--- src/design/rtdc_pkg.sv ---
`timescale 1ns / 1ps
`default_nettype none
// ----------------------------------------------------------------------------
// rtdc_pkg
// Shared types, widths and constants of the RTD code to temperature unit.
// ----------------------------------------------------------------------------
package rtdc_pkg;

    // Field and register widths.
    localparam int CODE_W = 15;
    localparam int REF_W  = 13;
    localparam int NOM_W  = 10;
    localparam int CFG_W  = 13;

    // Resistance product and the ratio divider.
    localparam int N_W    = CODE_W + REF_W;      // code * reference_ohms
    localparam int DIVD_W = N_W + 10;            // dividend N*512 + r0 - 1
    localparam int Q_W    = 28;                  // quotient bits, one per cell
    localparam int DREM_W = NOM_W;               // partial remainder
    localparam int DIV_CELLS = Q_W;

    // Discriminant and its square root.
    localparam int PM_W    = 55;                 // q * step product
    localparam int DISC_W  = 62;
    localparam int ROOT_W  = DISC_W / 2;
    localparam int SREM_W  = ROOT_W + 1;
    localparam int SQRT_CELLS = ROOT_W;

    // Callendar-Van Dusen constants in integer form.
    // Quotient at which the ratio clamps (u = -7).
    localparam logic [Q_W-1:0] Q_CLAMP = Q_W'(64'd1 << 27);
    // (a^2 + 4|b|) * 1e16 * 2^24.
    localparam logic [63:0] DISC_BASE = 64'd175848088900 << 24;
    // 4|b| * 1e16 / 2^8.
    localparam logic [26:0] DISC_STEP = 27'd90234375;
    // a * 1e8 * 2^12.
    localparam logic [32:0] A_SCALED = 33'd1600839680;

    // Output scaling: floor(y / 1155) by reciprocal with one correction.
    localparam int OUT_DIV     = 1155;
    localparam int SAT_SPAN    = 32768 * OUT_DIV;
    localparam int YOFF_W      = 27;
    localparam int RECIP_SHIFT = 38;
    localparam logic [27:0] RECIP_M = 28'd237989529;
    localparam int P_W  = YOFF_W + 28;
    localparam int Q0_W = P_W - RECIP_SHIFT;

    localparam int FRACTION_BITS_DEF = 4;

    // Status codes.
    localparam logic [1:0] ST_VALID      = 2'd0;
    localparam logic [1:0] ST_FAULT_BYTE = 2'd1;
    localparam logic [1:0] ST_CODE_FAULT = 2'd2;

    // Configuration register indexes.
    localparam logic CFG_REFERENCE = 1'b0;
    localparam logic CFG_NOMINAL   = 1'b1;

    typedef struct packed {
        logic [7:0] fault_byte;
        logic [7:0] code_high;
        logic [7:0] code_low;
    } t_rtdc_in;

    typedef struct packed {
        logic signed [15:0] temperature_f;
        logic [1:0]         status;
    } t_rtdc_out;

    // Control that travels with each beat from stage to stage.
    typedef struct packed {
        logic       valid;
        logic [1:0] status;
    } t_ctl;

endpackage
`default_nettype wire

--- src/design/rtdc_div_cell.sv ---
`timescale 1ns / 1ps
`default_nettype none
// ----------------------------------------------------------------------------
// rtdc_div_cell
// One restoring division step: takes the next dividend bit, yields one
// quotient bit.
// ----------------------------------------------------------------------------
module rtdc_div_cell
    import rtdc_pkg::*;
(
    input  wire logic              i_clk,
    input  wire logic              i_rst_n,
    input  wire t_ctl              i_ctl,
    output logic                   o_ready,
    input  wire logic              i_ready,
    output t_ctl                   o_ctl,
    input  wire logic [NOM_W-1:0]  i_divisor,
    input  wire logic [DREM_W-1:0] i_rem,
    input  wire logic [Q_W-1:0]    i_word,
    input  wire logic              i_clamp,
    output logic [DREM_W-1:0]      o_rem,
    output logic [Q_W-1:0]         o_word,
    output logic                   o_clamp
);

    t_ctl              r_ctl;
    logic [DREM_W-1:0] r_rem;
    logic [Q_W-1:0]    r_word;
    logic              r_clamp;
    logic [DREM_W:0]   w_trial;
    logic [DREM_W:0]   w_diff;
    logic              w_ge;

    // The word shifts dividend bits out at the top and quotient bits in below.
    assign w_trial = {i_rem, i_word[Q_W-1]};
    assign w_ge    = w_trial >= {1'b0, i_divisor};
    assign w_diff  = w_trial - {1'b0, i_divisor};
    assign o_ready = !r_ctl.valid || i_ready;

    always_ff @(posedge i_clk) begin
        if (!i_rst_n) begin
            r_ctl <= '0;
        end else if (o_ready) begin
            r_ctl <= i_ctl;
        end
    end

    always_ff @(posedge i_clk) begin
        if (o_ready && i_ctl.valid) begin
            r_rem   <= w_ge ? w_diff[DREM_W-1:0] : w_trial[DREM_W-1:0];
            r_word  <= {i_word[Q_W-2:0], w_ge};
            r_clamp <= i_clamp;
        end
    end

    assign o_ctl   = r_ctl;
    assign o_rem   = r_rem;
    assign o_word  = r_word;
    assign o_clamp = r_clamp;

endmodule
`default_nettype wire

--- config.mk ---
export PLATFORM = sky130hd
export DESIGN_NAME = rtdc_div_cell
export DESIGN_NICKNAME = d
export VERILOG_FILES = /design/src/design/rtdc_pkg.sv /design/src/design/rtdc_div_cell.sv
export SDC_FILE = /design/constraint.sdc
export NUM_CORES = 1
export LEC_CHECK = 0
export BUFFER_PORTS_ARGS = -buffer_cell sky130_fd_sc_hd__buf_2
export CAP_MARGIN = 10
export CORE_ASPECT_RATIO = 0.7
export CORE_UTILIZATION = 25
export DETAILED_ROUTE_END_ITERATION = 7
export SLEW_MARGIN = 0
export SYNTH_ARGS = -nofsm -noshare
export SYNTH_HDL_FRONTEND = slang
export SYNTH_SLANG_ARGS = --single-unit
--- constraint.sdc ---
create_clock -name i_clk -period 2.8 [get_ports i_clk]
set_clock_uncertainty 0.15 [all_clocks]
set_input_delay 0.56 -clock i_clk [delete_from_list [all_inputs] [get_ports i_clk]]
set_output_delay 0.56 -clock i_clk [all_outputs]
set_load 0.05 [all_outputs]
==> metrics.cfg, run 1 <==
[outcome]
outcome = completed

[synthesis]
synth.most_common_cell = edfxtp_1
ys.flop_type = edfxtp_1
synth_cells = 125
yosysTopAreaCell = edfxtp_1
synth_area_leaders = edfxtp_1 (61%), ha_1 (6.5%), mux2_4 (5.5%)
synth-adder-area-share_pct = 7.60
synth_seq_cells = 42
synth_top_area_share_pct = 61.3
seq_area_frac_synth_pct = 64.4
synth_cell_type_count = 33
synth-xor-area-share_pct = 3.21
synthTopCellsByCount = edfxtp_1 (39), inv_1 (13), ha_1 (10)
syn-cell-area_mm2 = 0.00191
synth_simple_gate_area_share_pct = 5.70
synth_compound_area_share_pct = 8.51
async_flop_share_pct = 0
synth_top_family_by_area = compound AO/OA/AOI/OAI gates
ys_warn_count = 0
synth_area_per_cell_um2 = 15.3
synth_edf_count = 39
synth_fp_nets = 191
yosys-mux-area-fraction_pct = 7.66

[route]
firstDrtPassIters = 3
final_antenna_net_count = 0
routed_via_density = 4.13
drt_iter0_drc = 38
num_vias = 1378
drc = 0
drt_wl_total_um = 4390
wl_per_cell_um = 13.1

[worst_setup_path]
critPathCaptureType = flip-flop
setup.worst_path.class = primary input to flip-flop
crit_fanout = 2
cp_num_buf_inv = 3
slowest_delay_ns = 0.40
slowest_stage = fa_1
worstPathCellList = buf_2, inv_1, ha_1, inv_1, fa_1, a211oi_1, o21bai_1, a221oi_1, xnor2_1, mux2_4
crit_arrival_ns = 2.37
r2r_slack_ns = 1.15
crit_top_cell = inv_1
r2r_end = o_word[11]
start_kind = primary input
r2r_cells = 4
cpLargestDelayFamily = compound AO/OA/AOI/OAI gates
reg2reg_from = o_ctl[2]
cp.required_ns = 2.70

[layout]
fin_util_pct = 36.3
fillCellCount = 733
diodes = 0
fin_nets = 301
post_layout_nonfiller_instances = 334
multi_input_area_um2 = 632
fin_area_mm2 = 0.00267
drive_gt1_share_pct = 51.7
syn_to_final_growth_pct = 39.7
regArea_mm2 = 0.00123

[clock_network]
cts-resized-gates = 0
cts_max_path_buffers = 2
postCtsSetupBuffers = 0
tritoncts = done
cts-htree-levels = 2
clk_pin_slew_ns = 0.08
clock_latency_ns = 0.28
numCtsBuffers = 5
clkSinkCount = 42
postCtsHoldBufs = 0
cts_root_buffer = clkbuf_8

[sta]
fmax_ghz = 0.404
timing_hold_violations_final = 0
finalCritPeriodShare_pct = 88.4
setup_ws_ns = 0.325
grt_setup_unrepaired = no
setup_tns_ns = 0
period_minus_slack_ns = 2.47
setup_viol = 0
worst_slew_pin_slew_ns = 0.388
slew_violations = 0
slew_headroom_pct = 74.1

[placement]
port_buffers = 97
place_area_mm2 = 0.00258
post-place-ws_ns = 0.0150
dp_hpwl_um = 3550
place_inst = 326
place_congestion = 0.807

[grt]
grt_pass1_wl_um = 6480
grt_pass1_vias = 1313
gr-usage-all-layers_pct = 11.2
overflow = 0
grt_max_degree = 33
grt_antenna_before_repair = 0

[pwr]
leakage_nw = 1.21
p_per_area_mw_per_mm2 = 590
vdd_drop_max_uv = 206

[job]
max_cap_viol_count = 0

[min_path]
hold_start = i_word[15]
hold_path_depth = 1
hold_path_class = primary input to flip-flop
holdPathEnd = o_word[16]

[floorplan]
die_w_um = 106
start_util_pct = 26.0
design.die.area_mm2 = 0.00800
core_area_mm2 = 0.00735
fp.dieH_um = 75.1
pin_count = 98
num_rows = 26

cell usage in the layout, fill, tap and decap left out, types with 2 or more instances in the layout:
master / n
o21ai_0: 2
edfxtp_1: 39
xor2_1: 2
nor2b_1: 4
dfxtp_1: 3
nor4_1: 2
o21a_1: 2
a21oi_1: 5
buf_2: 97
inv_1: 13
clkbuf_8: 5
mux2i_1: 3
nand2_1: 5
buf_4: 5
nor2_1: 3
xnor2_1: 5
mux2_4: 7
a21o_1: 2
ha_1: 10
registers in the layout (all words and copies together), names as in the netlist:
name,cells
o_word,28
o_clamp,1
o_rem,10
o_ctl,3
worst max-delay path by stage:
stage                     slack, ns  depth (start not counted)  startpoint        to
after detailed placement       0.02                         10  i_word[27]  o_rem[8]
final                          0.33                         10  i_word[27]  o_rem[8]
after global placement         0.09                         10  i_word[27]  o_rem[8]
after CTS                      0.32                         10  i_word[27]  o_rem[8]
after floorplan                0.23                          9  i_word[27]  o_rem[8]
after global routing           0.20                         10  i_word[27]  o_rem[8]
cells by family after synthesis:
kind of cell	Yosys count
flip-flops	42
AO/OA/AOI/OAI	20
XOR/XNOR	7
multiplexers	11
adder cells (fa/ha/maj)	11
AND/OR/NAND/NOR	20
buffers and inverters	14
cell type report:
type                    count  share of cell area (%)
clock buffers               6                    2.72
clock inverters             2                   0.469
inverters                  14                    2.06
multi-input cells          69                    23.7
flip-flops and latches     42                    46.1
well taps                  98                    4.59
repair buffers            103                    20.3
metrics by stage:
step / power, mW / hold WS (ns)
after detailed placement: 1.21 / 0.364
after global placement: 1.21 / 0.353
final: 1.57 / 0.293
after CTS: 1.60 / 0.282
after global routing: 1.65 / 0.274
after floorplan: 1.09 / 0.509
report_power, final:
group / internal (mW) / switching [mW]
Sequential: 0.745 / 0.0118
Clock: 0.176 / 0.203
Combinational: 0.153 / 0.285
Total: 1.07 / 0.500
routing by layer:
| layer | wire length, um | vias to the layer above | GRT usage (%) |
|---|---|---|---|
| li1 | - | 680 | - |
| met1 | 2030 | 622 | 13.8 |
| met2 | 1880 | 71 | 18.1 |
| met3 | 425 | 5 | 4.42 |
| met4 | 53 | 0 | 4.11 |
| met5 | 0 | - | 0 |
Power figures use the tool's default switching activity.
==> run 2, diff against run 1 <==
CELL_PAD_IN_SITES_DETAIL_PLACEMENT = 1   (was not set)
CELL_PAD_IN_SITES_GLOBAL_PLACEMENT = 1   (was not set)
PLACE_DENSITY_LB_ADDON = 0.1   (was not set)
==> run 2 against run 1 <==
Compared with the run above:
- critical path depth unchanged
- setup slack worse by 0.011 ns
- die area unchanged
- sequential power about the same
- largest power group unchanged
==> metrics.cfg, run 2 (same netlist as run 1, synthesis figures left out) <==
[sta]
setup_ws_ns = 0.314
setup_viol = 0
grt_setup_unrepaired = no
fmax_ghz = 0.402
timing_hold_violations_final = 0
slew_violations = 0
finalCritPeriodShare_pct = 88.8
slew_headroom_pct = 25.4
worst_slew_pin_slew_ns = 1.12
period_minus_slack_ns = 2.49
setup_tns_ns = 0

[route]
final_antenna_net_count = 0
drc = 0
firstDrtPassIters = 4
wl_per_cell_um = 13.3
num_vias = 1382
drt_wl_total_um = 4480
routed_via_density = 4.09
drt_iter0_drc = 53

[clock_network]
clk_pin_slew_ns = 0.09
tritoncts = done
numCtsBuffers = 5
clock_latency_ns = 0.29
cts_max_path_buffers = 2
cts-resized-gates = 0
postCtsHoldBufs = 0
postCtsSetupBuffers = 0
cts_root_buffer = clkbuf_8
cts-htree-levels = 2
clkSinkCount = 42

[placement]
port_buffers = 97
post-place-ws_ns = 0.0140
place_congestion = 0.676
dp_hpwl_um = 3400

[floorplan]
pin_count = 98
start_util_pct = 26.0
fp.dieH_um = 75.1
die_w_um = 106
core_area_mm2 = 0.00735
design.die.area_mm2 = 0.00800
num_rows = 26

[worst_setup_path]
crit_arrival_ns = 2.39
crit_fanout = 2
critPathCaptureType = flip-flop
setup.worst_path.class = primary input to flip-flop
cp.required_ns = 2.70
start_kind = primary input

[pwr]
p_per_area_mw_per_mm2 = 594
pwr-share-seq_pct = 47.3
p_comb_share_pct = 28.0
vdd_drop_max_uv = 197
swShare_pct = 32.4
leakage_nw = 1.22
internal_power_mw = 1.08
switching_power_uw = 517
power_frac_clock_pct = 24.7

[layout]
diodes = 0
mostFrequentLayoutCell = buf_2
largest_register_ffs = 28
fin_util_pct = 36.6
fin_nets = 305
drive_gt1_share_pct = 52.9
mostFrequentLayoutCells = buf_2 (97), edfxtp_1 (39), inv_1 (13)
syn_to_final_growth_pct = 40.7

[grt]
grt_antenna_before_repair = 0
grt_busiest_layer = met2
grt_pass1_wl_um = 7050
grtUsageMet1_pct = 16.3
overflow = 0
gr-usage-all-layers_pct = 11.8
use_met2_pct = 17.2
grt_max_degree = 40
use_met3_pct = 4.24
grt_pass1_vias = 1417

[min_path]
hold_path_class = primary input to flip-flop

[outcome]
outcome = completed

[job]
max_cap_viol_count = 0

-- run 2: stage by stage --
step	power, mW	hold WS [ns]	instance area, um^2	cells
after floorplan	1.09	0.509	1910	125
after global placement	1.22	0.354	2600	330
after detailed placement	1.22	0.360	2600	330
after CTS	1.63	0.277	2690	338
after global routing	1.69	0.262	2690	338
final	1.60	0.288	2690	338
-- run 2: metal layers --
layer	vias up	part of all wire (%)
met5	-	0
met4	0	0.71
met3	4	7.9
met2	63	39
met1	630	52
li1	685	-
-- run 2: cell type report --
type	instances	area, um^2
Fill cell	820	4660
Sequential cell	42	1230
Multi-Input combinational cell	69	632
Timing Repair Buffer	107	561
Tap cell	98	123
Clock buffer	6	72.6
Inverter	14	55.1
Clock inverter	2	13.8
-- run 2: worst max-delay path, stage by stage --
cell	delay [ns]
buf_2	0.09
inv_1	0.06
ha_1	0.16
inv_1	0.05
fa_1	0.39
a211oi_1	0.26
o21bai_1	0.14
a221oi_1	0.31
xnor2_1	0.10
mux2_4	0.26
-- run 2: power groups by stage --
stage | Sequential (mW) | Clock [mW] | Combinational (mW)
6_report | 0.756 | 0.394 | 0.447
5_1_grt | 0.762 | 0.445 | 0.484
4_1_cts | 0.757 | 0.418 | 0.453
3_5_place_dp | 0.770 | 0 | 0.452
3_3_place_gp | 0.770 | 0 | 0.451
2_1_floorplan | 0.935 | 0 | 0.153
-- run 2: path summary, 6_finish.rpt --
kind / slack (ns) / to / cells past startpoint / startpoint
worst max-delay path: 0.31 / o_rem[8] / 10 / i_word[27]
worst min-delay path: 0.29 / o_word[1] / 1 / i_word[0]
worst max register to register: 0.85 / o_word[14] / 2 / o_ctl[2]
worst min register to register: 0.37 / o_ctl[0] / 2 / o_ctl[0]
