[src/design/rtdc_pkg.sv]
`timescale 1ns / 1ps
`default_nettype none
// ----------------------------------------------------------------------------
// rtdc_pkg
// Shared types, widths and constants of the RTD code to temperature unit.
// ----------------------------------------------------------------------------
package rtdc_pkg;

    // Field and register widths.
    localparam int CODE_W = 15;
    localparam int REF_W  = 13;
    localparam int NOM_W  = 10;
    localparam int CFG_W  = 13;

    // Resistance product and the ratio divider.
    localparam int N_W    = CODE_W + REF_W;      // code * reference_ohms
    localparam int DIVD_W = N_W + 10;            // dividend N*512 + r0 - 1
    localparam int Q_W    = 28;                  // quotient bits, one per cell
    localparam int DREM_W = NOM_W;               // partial remainder
    localparam int DIV_CELLS = Q_W;

    // Discriminant and its square root.
    localparam int PM_W    = 55;                 // q * step product
    localparam int DISC_W  = 62;
    localparam int ROOT_W  = DISC_W / 2;
    localparam int SREM_W  = ROOT_W + 1;
    localparam int SQRT_CELLS = ROOT_W;

    // Callendar-Van Dusen constants in integer form.
    // Quotient at which the ratio clamps (u = -7).
    localparam logic [Q_W-1:0] Q_CLAMP = Q_W'(64'd1 << 27);
    // (a^2 + 4|b|) * 1e16 * 2^24.
    localparam logic [63:0] DISC_BASE = 64'd175848088900 << 24;
    // 4|b| * 1e16 / 2^8.
    localparam logic [26:0] DISC_STEP = 27'd90234375;
    // a * 1e8 * 2^12.
    localparam logic [32:0] A_SCALED = 33'd1600839680;

    // Output scaling: floor(y / 1155) by reciprocal with one correction.
    localparam int OUT_DIV     = 1155;
    localparam int SAT_SPAN    = 32768 * OUT_DIV;
    localparam int YOFF_W      = 27;
    localparam int RECIP_SHIFT = 38;
    localparam logic [27:0] RECIP_M = 28'd237989529;
    localparam int P_W  = YOFF_W + 28;
    localparam int Q0_W = P_W - RECIP_SHIFT;

    localparam int FRACTION_BITS_DEF = 4;

    // Status codes.
    localparam logic [1:0] ST_VALID      = 2'd0;
    localparam logic [1:0] ST_FAULT_BYTE = 2'd1;
    localparam logic [1:0] ST_CODE_FAULT = 2'd2;

    // Configuration register indexes.
    localparam logic CFG_REFERENCE = 1'b0;
    localparam logic CFG_NOMINAL   = 1'b1;

    typedef struct packed {
        logic [7:0] fault_byte;
        logic [7:0] code_high;
        logic [7:0] code_low;
    } t_rtdc_in;

    typedef struct packed {
        logic signed [15:0] temperature_f;
        logic [1:0]         status;
    } t_rtdc_out;

    // Control that travels with each beat from stage to stage.
    typedef struct packed {
        logic       valid;
        logic [1:0] status;
    } t_ctl;

endpackage
`default_nettype wire

[src/design/rtdc_sqrt_cell.sv]
`timescale 1ns / 1ps
`default_nettype none
// ----------------------------------------------------------------------------
// rtdc_sqrt_cell
// One digit-by-digit square root step: takes two radicand bits, yields one
// root bit.
// ----------------------------------------------------------------------------
module rtdc_sqrt_cell
    import rtdc_pkg::*;
(
    input  wire logic              i_clk,
    input  wire logic              i_rst_n,
    input  wire t_ctl              i_ctl,
    output logic                   o_ready,
    input  wire logic              i_ready,
    output t_ctl                   o_ctl,
    input  wire logic [SREM_W-1:0] i_rem,
    input  wire logic [ROOT_W-1:0] i_root,
    input  wire logic [DISC_W-1:0] i_rad,
    output logic [SREM_W-1:0]      o_rem,
    output logic [ROOT_W-1:0]      o_root,
    output logic [DISC_W-1:0]      o_rad
);

    t_ctl              r_ctl;
    logic [SREM_W-1:0] r_rem;
    logic [ROOT_W-1:0] r_root;
    logic [DISC_W-1:0] r_rad;
    logic [SREM_W+1:0] w_t;
    logic [SREM_W+1:0] w_trial;
    logic [SREM_W+1:0] w_diff;
    logic              w_ge;

    assign w_t     = {i_rem, i_rad[DISC_W-1 -: 2]};
    assign w_trial = (SREM_W + 2)'({i_root, 2'b01});
    assign w_ge    = w_t >= w_trial;
    assign w_diff  = w_t - w_trial;
    assign o_ready = !r_ctl.valid || i_ready;

    always_ff @(posedge i_clk) begin
        if (!i_rst_n) begin
            r_ctl <= '0;
        end else if (o_ready) begin
            r_ctl <= i_ctl;
        end
    end

    always_ff @(posedge i_clk) begin
        if (o_ready && i_ctl.valid) begin
            r_rem  <= w_ge ? w_diff[SREM_W-1:0] : w_t[SREM_W-1:0];
            r_root <= {i_root[ROOT_W-2:0], w_ge};
            r_rad  <= {i_rad[DISC_W-3:0], 2'b00};
        end
    end

    assign o_ctl  = r_ctl;
    assign o_rem  = r_rem;
    assign o_root = r_root;
    assign o_rad  = r_rad;

endmodule
`default_nettype wire

[config.mk]
export PLATFORM = sky130hd
export DESIGN_NAME = rtdc_sqrt_cell
export DESIGN_NICKNAME = d
export VERILOG_FILES = /design/src/design/rtdc_pkg.sv /design/src/design/rtdc_sqrt_cell.sv
export SDC_FILE = /design/constraint.sdc
export NUM_CORES = 1
export LEC_CHECK = 0
export BUFFER_PORTS_ARGS = -buffer_cell sky130_fd_sc_hd__buf_4
export CORE_ASPECT_RATIO = 1.2
export CORE_MARGIN = 1.5
export CORE_UTILIZATION = 48
export DETAILED_ROUTE_END_ITERATION = 10
export HOLD_SLACK_MARGIN = 0.15
export PLACE_DENSITY = 0.83
export SYNTH_ARGS = -nofsm -noshare
export SYNTH_HDL_FRONTEND = slang
export SYNTH_SLANG_ARGS = --single-unit
[constraint.sdc]
create_clock -name i_clk -period 9.29 [get_ports i_clk]
set_input_delay 0.4645 -clock i_clk [delete_from_list [all_inputs] [get_ports i_clk]]
set_output_delay 0.4645 -clock i_clk [all_outputs]
set_load 0.02 [all_outputs]
==> flow_summary.toml, run 1 <==
[synthesis]
ys_ff_latch = 126
yosysTopAreaCell = "edfxtp_1"
synthTopCellsByArea = "edfxtp_1 60%, ha_1 6.7%, mux2_4 6.3%"
ys_warn_count = 0
seq_area_frac_synth_pct = 60.6
avgSynthCellArea_um2 = 13.7
yosysTopAreaCellShare_pct = 59.6
synth_top_flop_cell = "edfxtp_1"
synthDistinctLibCells = 56
async_flop_share_pct = 0
syn_inst = 453
synth_edf_count = 123
netlist_area_mm2 = 0.00620

[layout]
final_util_pct = 70.1
nFillCells = 841
final_cell_mix = "259 x buf_4, 123 x edfxtp_1, 44 x inv_1"
syn2layout_area_growth_pct = 42.7
drive_gt1_share_pct = 44.3
instances_no_fill = 895
nNetsFinal = 882
diodes = 0
layout_commonest_cell = "buf_4"

[route]
ant_nets = 0
drc = 0
num_vias = 4738
dr.pass1.iters = 5
drt-total-wl_mm = 17.7
wirelength_met1_mm = 6.25
via_per_inst = 5.29
wl_met2_mm = 9.35
top_layer = "met4"
route.met3.wl_mm = 1.69
wire_per_inst_um = 19.7
dr.first_iter.drc_count = 239

[clock_tree]
tritoncts = "built"
cts_resized = 0
cts_buffers = 17
clkLatencyLatePin_ps = 420
cts_hold_buffers = 0
clockBufferDepth = 2
htreeDepth = 4
cts_setup_buffers = 0
clk_pin_slew_worst_paths_ps = 60
clock_sinks = 126
cts-root-buf = "clkbuf_16"

[grt]
grt_max_degree = 87
grtUsageTotal_pct = 25.6
overflow = 0
grt_antenna_before_repair = 0
grt_pass1_vias = 4750
grt_pass1_wl_mm = 25.8

[pwr]
p_switching_uw = 470
p_comb_share_pct = 22.2
power.density_mw_per_mm2 = 195
p_int_mw = 1.26
p_leak_nw = 3.99
p_total_mw = 1.73
clkPwrFrac_pct = 37.5
seq_power_share_pct = 40.3
ir_worst_vdd_uv = 117
switching_share_pct = 27.2

[placed_design]
dp_hpwl_mm = 13.1
port_buffers = 257
dp_cells = 863
gpl.final_weighted_congestion = 0.856

[timing]
maxSlewViolCount = 0
fmax_ghz = 0.295
period_share_pct = 36.4
slew_headroom_pct = 24.7
hold_viol_final = 0
rsz0062_at_grt = "false"
period_needed_ps = 3380
worstMarginPinSlew_ps = 1130
setup_viol_count_final = 0
finalSetupTns_ps = 0
finalClockSkew_ps = 10.4

[floorplan]
pin_count = 260
start_util_pct = 49.1
die_w_um = 107
rows = 45
die-height_um = 127
core_area_mm2 = 0.0126
die_area_mm2 = 0.0136

[setup_path]
worst-setup-path-type = "input pin to register"
crit_buf_inv = 3
cp_data_arrival_time_ps = 3540
cp_max_fo = 21
crit_top_cell = "buf_4"
reg2reg_depth = 3
end_kind = "register"
path_depth = 12
slowest_stage = "buf_4"
path_delay_family = "compound AO/OA/AOI/OAI gates"
start_kind = "input pin"
path_cells = "buf_4 > inv_1 > ha_1 > and2b_1 > o2111ai_1 > a31oi_2 > a211oi_2 > nand3b_1 > and3_1 > o21ai_4 > buf_4 > mux2_2"
critical_path_required_ps = 9450
critical_path.max_stage_delay_ps = 490

[run]
cap_violations = 0

[min_path]
hold_class = "input pin to register"
holdPathStages = 1

[run_status]
status = "finished clean"
## sequential cells by signal (all words and copies together) (netlist names)
register and flops:
o_root 31, o_rem 32, o_ctl 3, o_rad 60
## worst paths after layout
check	start	end	slack, ps
setup reg to reg	o_ctl[2]	o_rad[18]	6410
hold / removal	i_rad[1]	o_rad[3]	220
setup / recovery	i_root[0]	o_rem[31]	5910
hold reg to reg	o_ctl[1]	o_ctl[1]	540
## final cells by class
cell class / count / area (um^2) / area share, %
Multi-Input combinational cell: 270 / 2200 / 24.9
Clock inverter: 14 / 143 / 1.61
Sequential cell: 126 / 3750 / 42.4
Tap cell: 164 / 205 / 2.32
Timing Repair Buffer: 259 / 1940 / 22.0
Clock buffer: 18 / 429 / 4.85
Inverter: 44 / 165 / 1.87
## cell families (layout without fill, tap and decap cells)
kind of cell,count (synthesis),in the layout,share of synthesized area (%)
AND/OR/NAND/NOR,78,78,6.26
flip-flops,126,126,60.6
multiplexers,33,33,7.49
XOR/XNOR,30,30,4.24
adder cells (fa/ha/maj),33,33,6.66
buffers and inverters,58,335,4.06
other,1,2,0.0605
AO/OA/AOI/OAI,94,94,10.7
## power by group through the flow
stage          Sequential, mW  Clock (mW)  Combinational [mW]
2_1_floorplan           0.767           0               0.175
4_1_cts                 0.697       0.655               0.384
3_5_place_dp            0.707           0               0.381
3_3_place_gp            0.706           0               0.370
5_1_grt                 0.700       0.678               0.409
6_report                0.697       0.648               0.384
## cells in the mapped netlist (2+ instances only)
library cell	n
edfxtp_1	123
inv_1	44
ha_1	33
a21oi_1	27
mux2_4	26
nand2_1	22
xnor2_1	21
nor2_1	15
o21ai_0	12
a21o_1	11
xor2_1	9
nor3_1	8
nand3_1	7
a211oi_1	6
and3_1	6
clkbuf_1	6
nand2b_1	6
o21a_1	5
mux2i_1	4
nor2b_1	4
buf_2	3
buf_6	3
dfxtp_1	3
nand4_1	3
o211ai_1	3
o21bai_1	3
a211oi_2	2
a221oi_2	2
a22o_1	2
a22oi_1	2
a31oi_1	2
and4_1	2
buf_4	2
mux2_1	2
o21ai_1	2
o31ai_1	2
## per-stage QoR
| step | hold slack, ps | setup slack (ps) | instance area (um^2) |
|---|---|---|---|
| floorplan | 563 | 2660 | 6200 |
| global placement | 507 | 5600 | 8270 |
| detailed placement | 529 | 5510 | 8270 |
| CTS | 210 | 5940 | 8840 |
| global route | 208 | 5720 | 8840 |
| finish | 222 | 5910 | 8840 |
## per-layer routing
layer	vias to the layer above	track usage (%)
li1	2216	-
met1	2282	26.8
met2	218	46.6
met3	22	10.1
met4	0	8.39
met5	-	0
No activity file was read; power rests on OpenSTA's default activity.
==> inputs of run 2 (changes only) <==
- ABC_AREA: unset -> 1
- CORE_UTILIZATION: 48 -> 45
- PLACE_DENSITY: 0.83 -> 0.8
- clock period: 9.29 -> 3 ns (I/O delays scaled with it)
==> run 2 against run 1 <==
Net effect:
- worst setup slack got worse by 5600 ps
- non-clock buffer count is 128 higher
- largest cell class unchanged
- critical path depth grew 3
- highest routed layer unchanged
- register-to-register slack worse by 5200 ps
- die area rose by 18%
- hold slack got worse by 13 ps
- critical endpoint is now o_rem[12]
- via count up 44%
==> flow_summary.toml, run 2 <==
[clock_tree]
clockBufferDepth = 2
clk_pin_slew_worst_paths_ps = 60
cts-root-buf = "clkbuf_16"
cts_buffers = 17
cts_hold_buffers = 126
clock_sinks = 126
cts_setup_buffers = 0
tritoncts = "built"
htreeDepth = 4
clkLatencyLatePin_ps = 420
cts_resized = 0

[placed_design]
dp_hpwl_mm = 16.0
port_buffers = 257
place_ws_ps = 487
gpl.final_weighted_congestion = 0.952

[pwr]
ir_worst_vdd_uv = 347
p_leak_nw = 5.48
power.density_mw_per_mm2 = 535

[route]
dr.first_iter.drc_count = 430
drc = 0
wire_per_inst_um = 17.6
dr.pass1.iters = 6
num_vias = 6823
ant_nets = 0
drt-total-wl_mm = 24.8
via_per_inst = 4.84

[layout]
nNetsFinal = 1357
largest_reg_flops = 60
diodes = 0
drive_gt1_share_pct = 25.6
syn2layout_area_growth_pct = 59.5
layout_commonest_cell = "nand2_1"
final_cell_mix = "306 x nand2_1, 260 x buf_4, 153 x inv_1"
nFillCells = 1018

[setup_path]
crit_start = "i_root[7]"
r2r_end = "o_root[18]"
cp_max_fo = 31
critical_path_required_ps = 3160
r2r_start = "o_ctl[2]"
cp_data_arrival_time_ps = 2900
reg2reg_depth = 4
end_kind = "register"
worst-setup-path-type = "input pin to register"
start_kind = "input pin"
r2r_setup_slack_ps = 1170
endpoint = "o_rem[12]"

[floorplan]
start_util_pct = 46.0
die-height_um = 138
rows = 49
die_w_um = 116
die_area_mm2 = 0.0160
pin_count = 260
core_area_mm2 = 0.0150

[grt]
grtUsageTotal_pct = 31.1
overflow = 0
grt_antenna_before_repair = 0
grt_pass1_vias = 7102
grt_max_degree = 81
grt_pass1_wl_mm = 37.4

[synthesis]
syn_inst = 794
async_flop_share_pct = 0
synthMostInstantiatedCell = "nand2_1"
avgSynthCellArea_um2 = 8.66
ys_ff_latch = 126
yosysTopAreaCell = "edfxtp_1"
synthDistinctLibCells = 28
synth_top_flop_cell = "edfxtp_1"
ys_warn_count = 0
yosysTopAreaCellShare_pct = 53.7
seq_area_frac_synth_pct = 54.6
synthTopCellsByArea = "edfxtp_1 54%, nand2_1 17%, inv_1 8.4%"
netlist_top_cells_count = "306 x nand2_1, 153 x inv_1, 123 x edfxtp_1"
synth_edf_count = 123
netlist_area_mm2 = 0.00688

[timing]
hold_viol_final = 0
worst_slack_ps = 260
period_needed_ps = 2740
setup_viol_count_final = 0
finalClockSkew_ps = 10.1
finalSetupTns_ps = 0
period_share_pct = 91.3
fmax_ghz = 0.365
maxSlewViolCount = 0
rsz0062_at_grt = "false"
worstMarginPinSlew_ps = 640
slew_headroom_pct = 57.3

[run]
cap_violations = 0

[min_path]
hold_class = "input pin to register"

[run_status]
status = "finished clean"
run 2: cell types whose count changed in the layout (fill, tap and decap cells not counted), moves of 10 or more:
cell	previous run	this run
mux2_4	26	0
nand2_1	22	306
xnor2_1	21	0
dlygate4sd3_1	0	126
inv_1	44	153
nand3b_1	1	12
nor2_1	15	46
a21o_1	11	1
nand3_1	7	33
run 2: per-layer routing:
layer,global-route usage [%],vias up,wire [um]
li1,-,3292,-
met1,32.9,3129,8780
met2,56.3,325,13000
met3,7.89,77,1870
met4,15.4,0,1190
met5,0,-,0
run 2: worst min-delay path by stage:
stage / end / slack (ps) / start / cells after the start
final: o_ctl[1] / 210 / i_ready / 5
after global routing: o_ctl[1] / 240 / i_ready / 4
after CTS: o_ctl[1] / 160 / i_ready / 5
after detailed placement: o_rad[25] / 330 / i_rad[23] / 1
after global placement: o_rad[35] / 330 / i_rad[33] / 1
after floorplan: o_rad[10] / 250 / i_rad[8] / 0
run 2: kinds of logic (layout without fill, tap and decap cells):
kind of cell / after synthesis / in the layout / share of synthesized area [%]
AND/OR/NAND/NOR: 431 / 431 / 26.1
buffers and inverters: 162 / 573 / 9.44
flip-flops: 126 / 126 / 54.6
adder cells (fa/ha/maj): 33 / 33 / 6.00
AO/OA/AOI/OAI: 28 / 28 / 2.18
XOR/XNOR: 13 / 13 / 1.66
other: 1 / 2 / 0.0545
run 2: final cells by class:
cell class | count | area [um^2] | share of cell area, %
flip-flops and latches | 126 | 3750 | 34.2
repair buffers | 387 | 3230 | 29.5
multi-input cells | 507 | 2480 | 22.7
inverters | 154 | 578 | 5.27
clock buffers | 18 | 429 | 3.91
well taps | 204 | 255 | 2.33
clock inverters | 14 | 233 | 2.12
run 2: through the flow:
| stage | std cells | util [%] | power [mW] | instance area [um^2] | hold slack, ps |
|---|---|---|---|---|---|
| 5_1_grt | 1410 | 73.3 | 6.07 | 11000 | 239 |
| 3_3_place_gp | 1252 | 60.5 | 3.34 | 9040 | 328 |
| 6_report | 1410 | 73.3 | 5.86 | 11000 | 208 |
| 4_1_cts | 1410 | 73.3 | 5.84 | 11000 | 157 |
| 3_5_place_dp | 1252 | 60.5 | 3.36 | 9040 | 329 |
| 2_1_floorplan | 795 | - | 2.86 | 6890 | 249 |
run 2: report_power, final:
part / total, mW / switching (mW) / internal, mW
logic: 1.36 / 0.787 / 0.574
clock network: 2.35 / 0.847 / 1.50
registers: 2.16 / 0.0528 / 2.11
total: 5.86 / 1.69 / 4.18
run 2: worst max-delay path, cell delays in order:
cell and delay (ps):
dlygate4sd3_1 590, buf_4 130, inv_1 50, ha_1 360, nand2_1 150, nor2_2 230, nand2_1 80, nor2_1 180
nand3b_1 100, nand2_1 80, nor2_2 50, nand2_4 200, inv_2 320, nand2_1 140, nand2_1 90
